==> src/hdl/mpwl_pkg.sv <==
// ----------------------------------------------------------------------------
// mpwl_pkg
// shared types, register indexes and widths for the pixel window/level block
// ----------------------------------------------------------------------------
package mpwl_pkg;

  localparam int FRAC_BITS  = 16;
  localparam int PIX_W      = 16;
  localparam int EXT_W      = PIX_W + 1;
  localparam int SLOPE_W    = 24;
  localparam int SCALE_W    = 24;
  localparam int CFG_DATA_W = 24;
  localparam int CFG_IDX_W  = 3;
  localparam int RPROD_W    = EXT_W + SLOPE_W;
  localparam int RSUM_W     = RPROD_W + 1;
  localparam int RTRUNC_W   = RSUM_W - FRAC_BITS;
  localparam int DIFF_W     = PIX_W + 1;
  localparam int WPROD_W    = DIFF_W + SCALE_W + 1;
  localparam int WQUOT_W    = WPROD_W - FRAC_BITS;

  localparam logic [CFG_IDX_W-1:0] REG_HIGH_BIT     = 3'd0;
  localparam logic [CFG_IDX_W-1:0] REG_IS_SIGNED    = 3'd1;
  localparam logic [CFG_IDX_W-1:0] REG_SLOPE        = 3'd2;
  localparam logic [CFG_IDX_W-1:0] REG_INTERCEPT    = 3'd3;
  localparam logic [CFG_IDX_W-1:0] REG_WINDOW_LOW   = 3'd4;
  localparam logic [CFG_IDX_W-1:0] REG_WINDOW_SCALE = 3'd5;

  typedef struct packed {
    logic [3:0]                high_bit;
    logic                      is_signed;
    logic signed [SLOPE_W-1:0] rescale_slope;
    logic signed [PIX_W-1:0]   rescale_intercept;
    logic signed [PIX_W-1:0]   window_low;
    logic [SCALE_W-1:0]        window_scale;
  } cfg_t;

  typedef struct packed {
    logic valid;
    logic frame;
  } stage_t;

endpackage

==> src/hdl/mpwl_cfg.sv <==
// ----------------------------------------------------------------------------
// mpwl_cfg
// configuration register file, written through a plain write port
// ----------------------------------------------------------------------------
module mpwl_cfg import mpwl_pkg::*; (
  input  logic                  clk,
  input  logic                  rst,
  input  logic                  wr_en,
  input  logic [CFG_IDX_W-1:0]  wr_index,
  input  logic [CFG_DATA_W-1:0] wr_data,
  output cfg_t                  cfg
);

  always_ff @(posedge clk) begin
    if (rst) begin
      cfg.high_bit          <= 4'd15;
      cfg.is_signed         <= 1'b0;
      cfg.rescale_slope     <= SLOPE_W'(1 << FRAC_BITS);
      cfg.rescale_intercept <= '0;
      cfg.window_low        <= '0;
      cfg.window_scale      <= SCALE_W'(1 << FRAC_BITS);
    end else if (wr_en) begin
      unique case (wr_index)
        REG_HIGH_BIT:     cfg.high_bit          <= wr_data[3:0];
        REG_IS_SIGNED:    cfg.is_signed         <= wr_data[0];
        REG_SLOPE:        cfg.rescale_slope     <= wr_data[SLOPE_W-1:0];
        REG_INTERCEPT:    cfg.rescale_intercept <= wr_data[PIX_W-1:0];
        REG_WINDOW_LOW:   cfg.window_low        <= wr_data[PIX_W-1:0];
        REG_WINDOW_SCALE: cfg.window_scale      <= wr_data[SCALE_W-1:0];
        default: ;
      endcase
    end
  end

endmodule

==> src/hdl/mpwl_rescale.sv <==
// ----------------------------------------------------------------------------
// mpwl_rescale
// stored-bit extraction and modality rescale, four register stages
// ----------------------------------------------------------------------------
module mpwl_rescale import mpwl_pkg::*; (
  input  logic                    clk,
  input  logic                    rst,
  input  cfg_t                    cfg,
  input  logic                    in_valid,
  input  logic [PIX_W-1:0]        raw_pixel,
  input  logic                    frame_last,
  output stage_t                  out_ctl,
  output logic signed [PIX_W-1:0] out_value
);

  stage_t ctl1, ctl2, ctl3;
  logic signed [EXT_W-1:0]   ext1, ext_next;
  logic signed [RPROD_W-1:0] prod2, prod_next;
  logic signed [RSUM_W-1:0]  sum3, sum_next, icpt;
  logic signed [RSUM_W-1:0]  biased;
  logic signed [RTRUNC_W-1:0] trunc;
  logic signed [PIX_W-1:0]   sat_next;
  logic                      fill;

  // keep stored bits, fill above high bit with zero or sign
  always_comb begin
    fill = cfg.is_signed & raw_pixel[cfg.high_bit];
    for (int i = 0; i < PIX_W; i++) begin
      ext_next[i] = (4'(i) <= cfg.high_bit) ? raw_pixel[i] : fill;
    end
    ext_next[EXT_W-1] = fill;
  end

  assign prod_next = ext1 * cfg.rescale_slope;

  always_comb begin
    icpt     = {{(RSUM_W-PIX_W-FRAC_BITS){cfg.rescale_intercept[PIX_W-1]}},
                cfg.rescale_intercept, FRAC_BITS'(0)};
    sum_next = {prod2[RPROD_W-1], prod2} + icpt;
  end

  // truncate toward zero, then saturate to 16-bit signed
  always_comb begin
    biased = sum3 + (sum3[RSUM_W-1] ? RSUM_W'((1 << FRAC_BITS) - 1) : RSUM_W'(0));
    trunc  = biased[RSUM_W-1:FRAC_BITS];
    if (trunc > RTRUNC_W'(32767)) begin
      sat_next = 16'sh7FFF;
    end else if (trunc < -RTRUNC_W'(32768)) begin
      sat_next = 16'sh8000;
    end else begin
      sat_next = trunc[PIX_W-1:0];
    end
  end

  always_ff @(posedge clk) begin
    if (rst) begin
      ctl1    <= '0;
      ctl2    <= '0;
      ctl3    <= '0;
      out_ctl <= '0;
    end else begin
      ctl1    <= '{valid: in_valid, frame: frame_last};
      ctl2    <= ctl1;
      ctl3    <= ctl2;
      out_ctl <= ctl3;
    end
  end

  always_ff @(posedge clk) begin
    ext1      <= ext_next;
    prod2     <= prod_next;
    sum3      <= sum_next;
    out_value <= sat_next;
  end

endmodule

==> src/hdl/mpwl_window.sv <==
// ----------------------------------------------------------------------------
// mpwl_window
// window/level mapping to 8-bit display and half-range offset, three stages
// ----------------------------------------------------------------------------
module mpwl_window import mpwl_pkg::*; (
  input  logic                    clk,
  input  logic                    rst,
  input  cfg_t                    cfg,
  input  stage_t                  in_ctl,
  input  logic signed [PIX_W-1:0] in_value,
  output logic                    done,
  output logic [7:0]              display_value,
  output logic [PIX_W-1:0]        offset_value,
  output logic                    frame_end
);

  stage_t ctl5, ctl6;
  logic signed [DIFF_W-1:0]  diff5, diff_next;
  logic signed [WPROD_W-1:0] prod6, prod_next;
  logic [PIX_W-1:0]          offs5, offs6, offs_next;
  logic [WQUOT_W-1:0]        quot;
  logic [7:0]                disp_next;

  assign diff_next = {in_value[PIX_W-1], in_value} -
                     {cfg.window_low[PIX_W-1], cfg.window_low};
  assign offs_next = {in_value[PIX_W-1] ^ cfg.is_signed, in_value[PIX_W-2:0]};
  assign prod_next = diff5 * $signed({1'b0, cfg.window_scale});

  always_comb begin
    quot = prod6[WPROD_W-1:FRAC_BITS];
    if (prod6 <= 0) begin
      disp_next = 8'd0;
    end else if (|quot[WQUOT_W-1:8]) begin
      disp_next = 8'd255;
    end else begin
      disp_next = quot[7:0];
    end
  end

  always_ff @(posedge clk) begin
    if (rst) begin
      ctl5 <= '0;
      ctl6 <= '0;
      done <= 1'b0;
    end else begin
      ctl5 <= in_ctl;
      ctl6 <= ctl5;
      done <= ctl6.valid;
    end
  end

  always_ff @(posedge clk) begin
    diff5         <= diff_next;
    offs5         <= offs_next;
    prod6         <= prod_next;
    offs6         <= offs5;
    display_value <= disp_next;
    offset_value  <= offs6;
    frame_end     <= ctl6.frame;
  end

endmodule

==> src/hdl/medical_pixel_window_level_top.sv <==
// ----------------------------------------------------------------------------
// medical_pixel_window_level_top
// pixel window/level: stored-bit extraction, rescale, windowing and offset
// ----------------------------------------------------------------------------
// One pixel is taken per clock; busy never rises. Each pixel gives one
// result on done after passing through the seven register stages (extract,
// rescale multiply, intercept add, truncate and saturate, window subtract,
// window multiply, clamp). The receiver cannot stall; results appear in
// input order. The user must write registers only while no transaction is
// in flight; the block itself does not enforce this.
module medical_pixel_window_level_top import mpwl_pkg::*; (
  input  logic                  clk,
  input  logic                  rst,
  input  logic                  wr_en,
  input  logic [CFG_IDX_W-1:0]  wr_index,
  input  logic [CFG_DATA_W-1:0] wr_data,
  input  logic                  start,
  output logic                  busy,
  input  logic [PIX_W-1:0]      raw_pixel,
  input  logic                  frame_last,
  output logic                  done,
  output logic [7:0]            display_value,
  output logic [PIX_W-1:0]      offset_value,
  output logic                  frame_end
);

  cfg_t                    cfg;
  stage_t                  mid_ctl;
  logic signed [PIX_W-1:0] mid_value;

  assign busy = 1'b0;

  mpwl_cfg u_cfg (
    .clk      (clk),
    .rst      (rst),
    .wr_en    (wr_en),
    .wr_index (wr_index),
    .wr_data  (wr_data),
    .cfg      (cfg)
  );

  mpwl_rescale u_rescale (
    .clk        (clk),
    .rst        (rst),
    .cfg        (cfg),
    .in_valid   (start & ~busy),
    .raw_pixel  (raw_pixel),
    .frame_last (frame_last),
    .out_ctl    (mid_ctl),
    .out_value  (mid_value)
  );

  mpwl_window u_window (
    .clk           (clk),
    .rst           (rst),
    .cfg           (cfg),
    .in_ctl        (mid_ctl),
    .in_value      (mid_value),
    .done          (done),
    .display_value (display_value),
    .offset_value  (offset_value),
    .frame_end     (frame_end)
  );

endmodule
==> config.mk <==
export PLATFORM = sky130hd
export DESIGN_NAME = medical_pixel_window_level_top
export DESIGN_NICKNAME = d
export VERILOG_FILES = /design/src/hdl/mpwl_pkg.sv /design/src/hdl/mpwl_cfg.sv /design/src/hdl/mpwl_rescale.sv /design/src/hdl/mpwl_window.sv /design/src/hdl/medical_pixel_window_level_top.sv
export SDC_FILE = /design/constraint.sdc
export NUM_CORES = 2
export LEC_CHECK = 0
export ABC_AREA = 1
export BUFFER_PORTS_ARGS = -buffer_cell sky130_fd_sc_hd__buf_4
export CAP_MARGIN = 10
export CELL_PAD_IN_SITES_DETAIL_PLACEMENT = 1
export CELL_PAD_IN_SITES_GLOBAL_PLACEMENT = 2
export CORE_UTILIZATION = 40
export CTS_CLUSTER_SIZE = 25
export DETAILED_ROUTE_END_ITERATION = 6
export GPL_TIMING_DRIVEN = 0
export PLACE_DENSITY_LB_ADDON = 0.1
export REMOVE_ABC_BUFFERS = 1
export SLEW_MARGIN = 5
export SYNTH_ARGS = -nofsm -noshare
export SYNTH_HDL_FRONTEND = slang
export SYNTH_SLANG_ARGS = --single-unit
==> constraint.sdc <==
create_clock -name clk -period 6.25 [get_ports clk]
set_input_delay 0.3125 -clock clk [delete_from_list [all_inputs] [get_ports clk]]
set_output_delay 0.3125 -clock clk [all_outputs]
set_load 0.005 [all_outputs]
-- Yosys cells after proc, flatten, opt, wreduce, memory -nomap -nowiden
Cells that the tools add are included.
Widths: inputs -> output; s select.
- bits in registers: 330
- input bits: 48
- add/subtract/negate cells: 3
- $mul: 2
- $lt $le $gt $ge: 20
- equality and inequality tests: 5
- mux-type cells: 21
- bitwise operators: 2
- reductions and logical operators: 8
- operators with widths (cell ; number):
    $add 41x32->42 ; 1
    $add 42x42->42 ; 1
    $le 42x1->1 const B ; 1
    $mul 17x25->42 ; 1
    $mul 17x24->41 ; 1
    $le 4x4->1 const A ; 8
    $mux 16 ; 2
    $gt 26x16->1 const B ; 1
    $lt 26x16->1 const B ; 1
    $reduce_or 18->1 ; 1
    $mux 1 ; 17
    $sub 16x16->17 ; 1
    $le 3x4->1 const A ; 4
    $reduce_and 2->1 ; 6
    $le 1x4->1 const A ; 2
    $le 2x4->1 const A ; 2
    $mux 8 ; 1
    $eq 3x2->1 const B ; 2
    $eq 3x3->1 const B ; 2
    $lt 4x5->1 const B ; 1
    $bmux 1 s4 ; 1
    $eq 3x1->1 const B ; 1
    $logic_not 3->1 ; 1
    $and 1x1->1 ; 1
    $xor 1x1->1 ; 1

-- Logic depth before layout (Yosys ltp)
- word-level depth: 4
- gate-level depth with buffers: 29

-- By module
A second synthesis with hierarchy kept.
- cell total of the unflattened synthesis: 5633
- area total of the unflattened synthesis: 42716.0 µm²
- by module, submodules not included (module ; times used ; cells each ; area each (µm²) ; seq. area each (µm²)):
    mpwl_rescale ; 1 ; 2765 ; 21155.3 ; 2482.4
    mpwl_window ; 1 ; 2371 ; 18092.4 ; 2422.3
    mpwl_cfg ; 1 ; 495 ; 3457.1 ; 1701.6
    medical_pixel_window_level_top ; 1 ; 2 ; 11.3 ; 0.0

-- Least setup slack after synthesis
No wires, ideal clock.
- path kind: reg2reg
- from: register u_cfg.cfg[79] (netlist name)
- to: register u_rescale.prod2[40]
- setup time: 0.113 ns
- data arrival time: 5.558 ns
- data required time: 6.137 ns
- slack: 0.580 ns
- cell stages (with the launch flop): 23
- buffers on the path: 2
- period minus slack after synthesis: 5.670 ns
- cells stage by stage: dfxtp_1 clkbuf_1 clkbuf_1 nand2_1 inv_1 fa_1 fa_1 inv_1 fa_1 inv_1 fa_1 inv_1 fa_1 fa_1 inv_1 ha_1 inv_1 nor3_1 nand2_1 nor3_1 nand3_1 nand4_1 nand2_1
- word-level cells in the longest chain between the ends: 1
- RTL lines (item ; line ; RTL):
    $mul 17x24->41 ; mpwl_rescale.sv:34 ; assign prod_next = ext1 * cfg.rescale_slope;
    named net u_rescale.prod_next[40] ; mpwl_rescale.sv:18 ; logic signed [RPROD_W-1:0] prod2, prod_next;
    end signal: assignment ; mpwl_rescale.sv:71 ; prod2 <= prod_next;
    end: declaration ; mpwl_rescale.sv:18 ;
The timed path passes the listed nets, and every way through them passes these cells.
A chain may end at the register's enable or synchronous reset.

-- Worst setup path after layout
- from: register u_window.diff5[3]
- to: register u_window.prod6[40]
- word-level cells in the longest chain between the ends: 1
- RTL lines (item ; line ; RTL):
    start: declaration ; mpwl_window.sv:18 ; logic signed [DIFF_W-1:0] diff5, diff_next;
    start signal: assignment ; mpwl_window.sv:53 ; diff5 <= diff_next;
    $mul 17x25->42 ; mpwl_window.sv:27 ; assign prod_next = diff5 * $signed({1'b0, cfg.window_scale});
    named net u_window.prod_next[40] ; mpwl_window.sv:19 ; logic signed [WPROD_W-1:0] prod6, prod_next;
    end signal: assignment ; mpwl_window.sv:55 ; prod6 <= prod_next;
    end: declaration ; mpwl_window.sv:19 ;
The timed path passes the listed nets, and every way through them passes these cells.

==> results.md <==
- Status: finished clean
- Min setup slack post-route: between 0.2 and 0.25 ns
- Critical Path AT: about 6.6 ns
- Antenna violations before repair: 7
- Power density cells: roughly 360 nW/um^2
- Max Fclk: between 0.15 and 0.2 GHz
- Ys Warns: 0
- Hold WS: around 0.032 ns
- TNS Setup: 0 ns
- Slew Limit Fails: 0
- Global route overflow: 0
- HPWL Detailed: about 100000 um
- Fillers: approximately 13k
- Critical path depth: 22
- H-tree Lvls: 2
- Drt wl/cell: 18.5 um
- Hold path cells: 3
- Worst R2R Start: u_window.diff5[3]$_DFF_P_
- Worst setup EP type: register
- Main synth FF type: dfxtp_1
- Starting density of the core: ~40%
- Row count: approximately 120
- Most used routing layer: met2
- Synth Register Bits: 330
- First-pass GRT wire length: around 200000 um
- Die area: between 100000 and 150000 um^2
- Clk_skew: approximately 0.036 ns
- Area of the multi-input gates: 29000 um^2
- CTS Sinks: 330
- DIE WIDTH: 325 um
- DR DRC count: 0
- Final Hold Fails: 0
- Dpl cells: around 6.6k
- Pre-CTS setup slack: -0.721 ns
- Clk buf depth: 3
- GRT Resource Usage Total: between 20% and 30%
- Worst hold start: wr_data[14]
- Crit Path Max Fanout: 24
- Met1 usage: approximately a third
- Final nets: ~6.4k
- Post-synth EDFFs: 0
- Synth Area per Inst: ~7.8 um^2
- RSZ-0062 raised after global routing: true
- Port Buf Inserts: 73
- CP max stage cell: dfxtp_4
- Area share of the largest cell type after synthesis: about a third
- Required time of the critical path: 6.77 ns
- Placer Congestion: 0.864
- Layout cells sized above 1: approximately 6.2%
- Hold Path End: u_cfg.cfg[14]$_SDFFE_PP0P_
- WL final: about 120000 um
- Leak Pwr: about 0.026 uW
- Post-route ant nets: 0
- Area growth syn-to-layout: 10.1%
- DR pass1 iterations: 5
- Post-synth ARST share: 0%
- Worst slew pin tran: approximately 1.2 ns
- Vias/cell: around 4.8
- Root Driver: clkbuf_16
- Period utilization: between 90% and 100%
- Vias: between 30k and 40k
- Core area: roughly 100000 um^2
- Setup violators final: 0
- Gate Count Post-Synth: approximately 5.3k
- R2R depth: 22
- Synth top area cells: fa_1 (35%), dfxtp_1 (16%), inv_1 (13%)
- Register area: ~6900 um^2
- Reg2reg setup slack: around 0.21 ns
- Post-synthesis sequential area ratio: between 10% and 20%
- Worst VDD drop: 0.000443 V
- Min Tclk post-route: 6.04 ns
- Ports: 75
- CP max stage delay: ~0.58 ns
- Max-cap violations: 0
- Largest net degree at the start of global routing: 85
- Crit-path cells: nand2_1 > fa_1 > inv_1 > fa_1 > inv_1 > fa_1 > inv_1 > fa_1 > fa_1 > inv_1 > fa_1 > inv_1 > ha_1 > a21oi_1 > inv_1 > a31oi_1 > o21ai_0 > a21oi_1 > nand3_1 > nand2_1 > nand2_1 > xor2_1
- Synth cell types: 50
- CTS buffer count: 43
- Post-Layout Cell Count: ~6.7k
- Die H: 325 um
- Delay-heaviest family, CP: adder cells
- Reg2reg end: u_window.prod6[40]$_DFF_P_
- CTS tree: yes
- CP Launch Type: register
- Met3 global-route usage: between 2 and 3%
- Utilization after layout: roughly 44%
- Relative slew slack: 17.5%
- Critical path buffer and inverter count: 6
- Worst hold path class: in -> reg
- Area leader, netlist: fa_1
- Clock transition at the registers of the reported paths: approximately 0.070 ns
- Mapped cell area: 41700 um^2
- Routing usage on met2: about two fifths
- CP Class: reg -> reg
- Vias in the first global route: ~36k
- Clk Latency, worst-skew pair: between 0.6 and 0.7 ns
- Initial DRC count: roughly 1.5k
[timing repair]
action / in CTS / in global routing
setup endpoints to repair: 50 / 37
setup buffers: 5 / 15
gates resized for setup: 85 / 77
hold endpoints to repair: 50 / 0
cloned: 1 / 1
pin swaps: 1 / 1
hold buffers: 34 / 0
[cell usage in the layout, fill, tap and decap left out, types with 28 or more instances in the layout]
cell / n
xnor2_1: 46
dfxtp_1: 249
fa_1: 730
xor2_1: 76
buf_4: 86
nor2_1: 341
dlygate4sd3_1: 34
a31oi_1: 28
nand2_1: 1224
a21oi_1: 170
nand3_1: 82
o21ai_0: 160
clkbuf_16: 43
ha_1: 297
dfxtp_4: 59
inv_1: 1441
[synthesized netlist by cell type, types with 5 or more instances]
library cell  instances
inv_1              1444
nand2_1            1224
fa_1                732
nor2_1              342
dfxtp_1             330
ha_1                297
clkbuf_1            186
a21oi_1             172
o21ai_0             161
nand3_1              83
xor2_1               78
xnor2_1              48
a31oi_1              29
nor3_1               25
nand4_1              22
or2_2                19
a21o_1               18
nand2_2              11
o211ai_1             11
nor4_1               10
a21boi_0              8
o21a_1                7
nor2_2                6
o21ai_1               5
o21bai_1              5
[worst reg2reg max path, cell delays in order (launching register included)]
cell and delay [ns]:
dfxtp_4 0.58, nand2_1 0.16, fa_1 0.52, inv_1 0.06, fa_1 0.53, inv_1 0.05, fa_1 0.49, inv_1 0.05
fa_1 0.46, fa_1 0.53, inv_1 0.05, fa_1 0.48, inv_1 0.04, ha_1 0.36, a21oi_1 0.16, inv_1 0.08
a31oi_1 0.26, o21ai_0 0.16, a21oi_1 0.24, nand3_1 0.30, nand2_1 0.14, nand2_1 0.07, xor2_1 0.14
[metal layers]
| layer | routed length [um] | share of wire [%] |
|---|---|---|
| met5 | 0 | 0 |
| met4 | 2350 | 1.9 |
| met3 | 4360 | 3.5 |
| met2 | 58500 | 47 |
| met1 | 58800 | 47 |
[flip-flops by register name, indices dropped and copies added, names as in the netlist]
signal	cells
u_window.diff5	17
u_window.frame_end	1
u_window.prod6	42
u_window.offs5	16
u_rescale.sum3	42
u_window.ctl5	2
u_rescale.prod2	41
u_window.offset_value	16
u_window.done	1
u_window.ctl6	2
u_cfg.cfg	85
u_rescale.out_ctl	2
u_rescale.ctl3	2
u_window.display_value	8
u_rescale.ctl2	2
u_rescale.ext1	17
u_rescale.ctl1	2
u_rescale.out_value	16
u_window.offs6	16
[per-stage QoR]
step	power [uW]	cell area, um^2
2_1_floorplan	10400	40900
3_3_place_gp	13600	43200
3_5_place_dp	13800	43400
4_1_cts	16600	45400
5_1_grt	18300	45900
6_report	16500	45900
[worst max-delay path by stage]
stage	slack [ns]	end	from
after floorplan	0.67	u_rescale.prod2[40]$_DFF_P_	u_rescale.ext1[5]$_DFF_P_
after global placement	-0.96	u_rescale.prod2[40]$_DFF_P_	u_rescale.ext1[5]$_DFF_P_
after detailed placement	-0.72	u_window.prod6[35]$_DFF_P_	u_window.diff5[16]$_DFF_P_
after CTS	-0.03	u_rescale.prod2[40]$_DFF_P_	u_rescale.ext1[5]$_DFF_P_
after global routing	-0.06	u_window.prod6[30]$_DFF_P_	u_window.diff5[2]$_DFF_P_
final	0.21	u_window.prod6[40]$_DFF_P_	u_window.diff5[3]$_DFF_P_
[cell type report]
type / count / share of cell area, %
Timing Repair Buffer: 136 / 2.91
Antenna cell: 1 / 0.00546
Sequential cell: 330 / 14.9
Multi-Input combinational cell: 3348 / 63.2
Tap cell: 1380 / 3.77
Clock buffer: 53 / 2.56
Inverter: 1446 / 11.9
Timing Repair inverter: 2 / 0.0327
Clock inverter: 27 / 0.701
[power breakdown]
part | total [uW] | switching [uW] | internal [uW]
registers | 3720 | 897 | 2820
clock network | 2590 | 1090 | 1500
logic | 10200 | 6440 | 3760
[cell families after synthesis]
kind of cell | share of synthesized area [%]
buffers and inverters | 14.8
adder cells (fa/ha/maj) | 44.1
AND/OR/NAND/NOR | 16.8
AO/OA/AOI/OAI | 5.75
other | 0.00900
multiplexers | 0.0270
XOR/XNOR | 2.65
flip-flops | 15.9
Power figures use the tool's default switching activity.
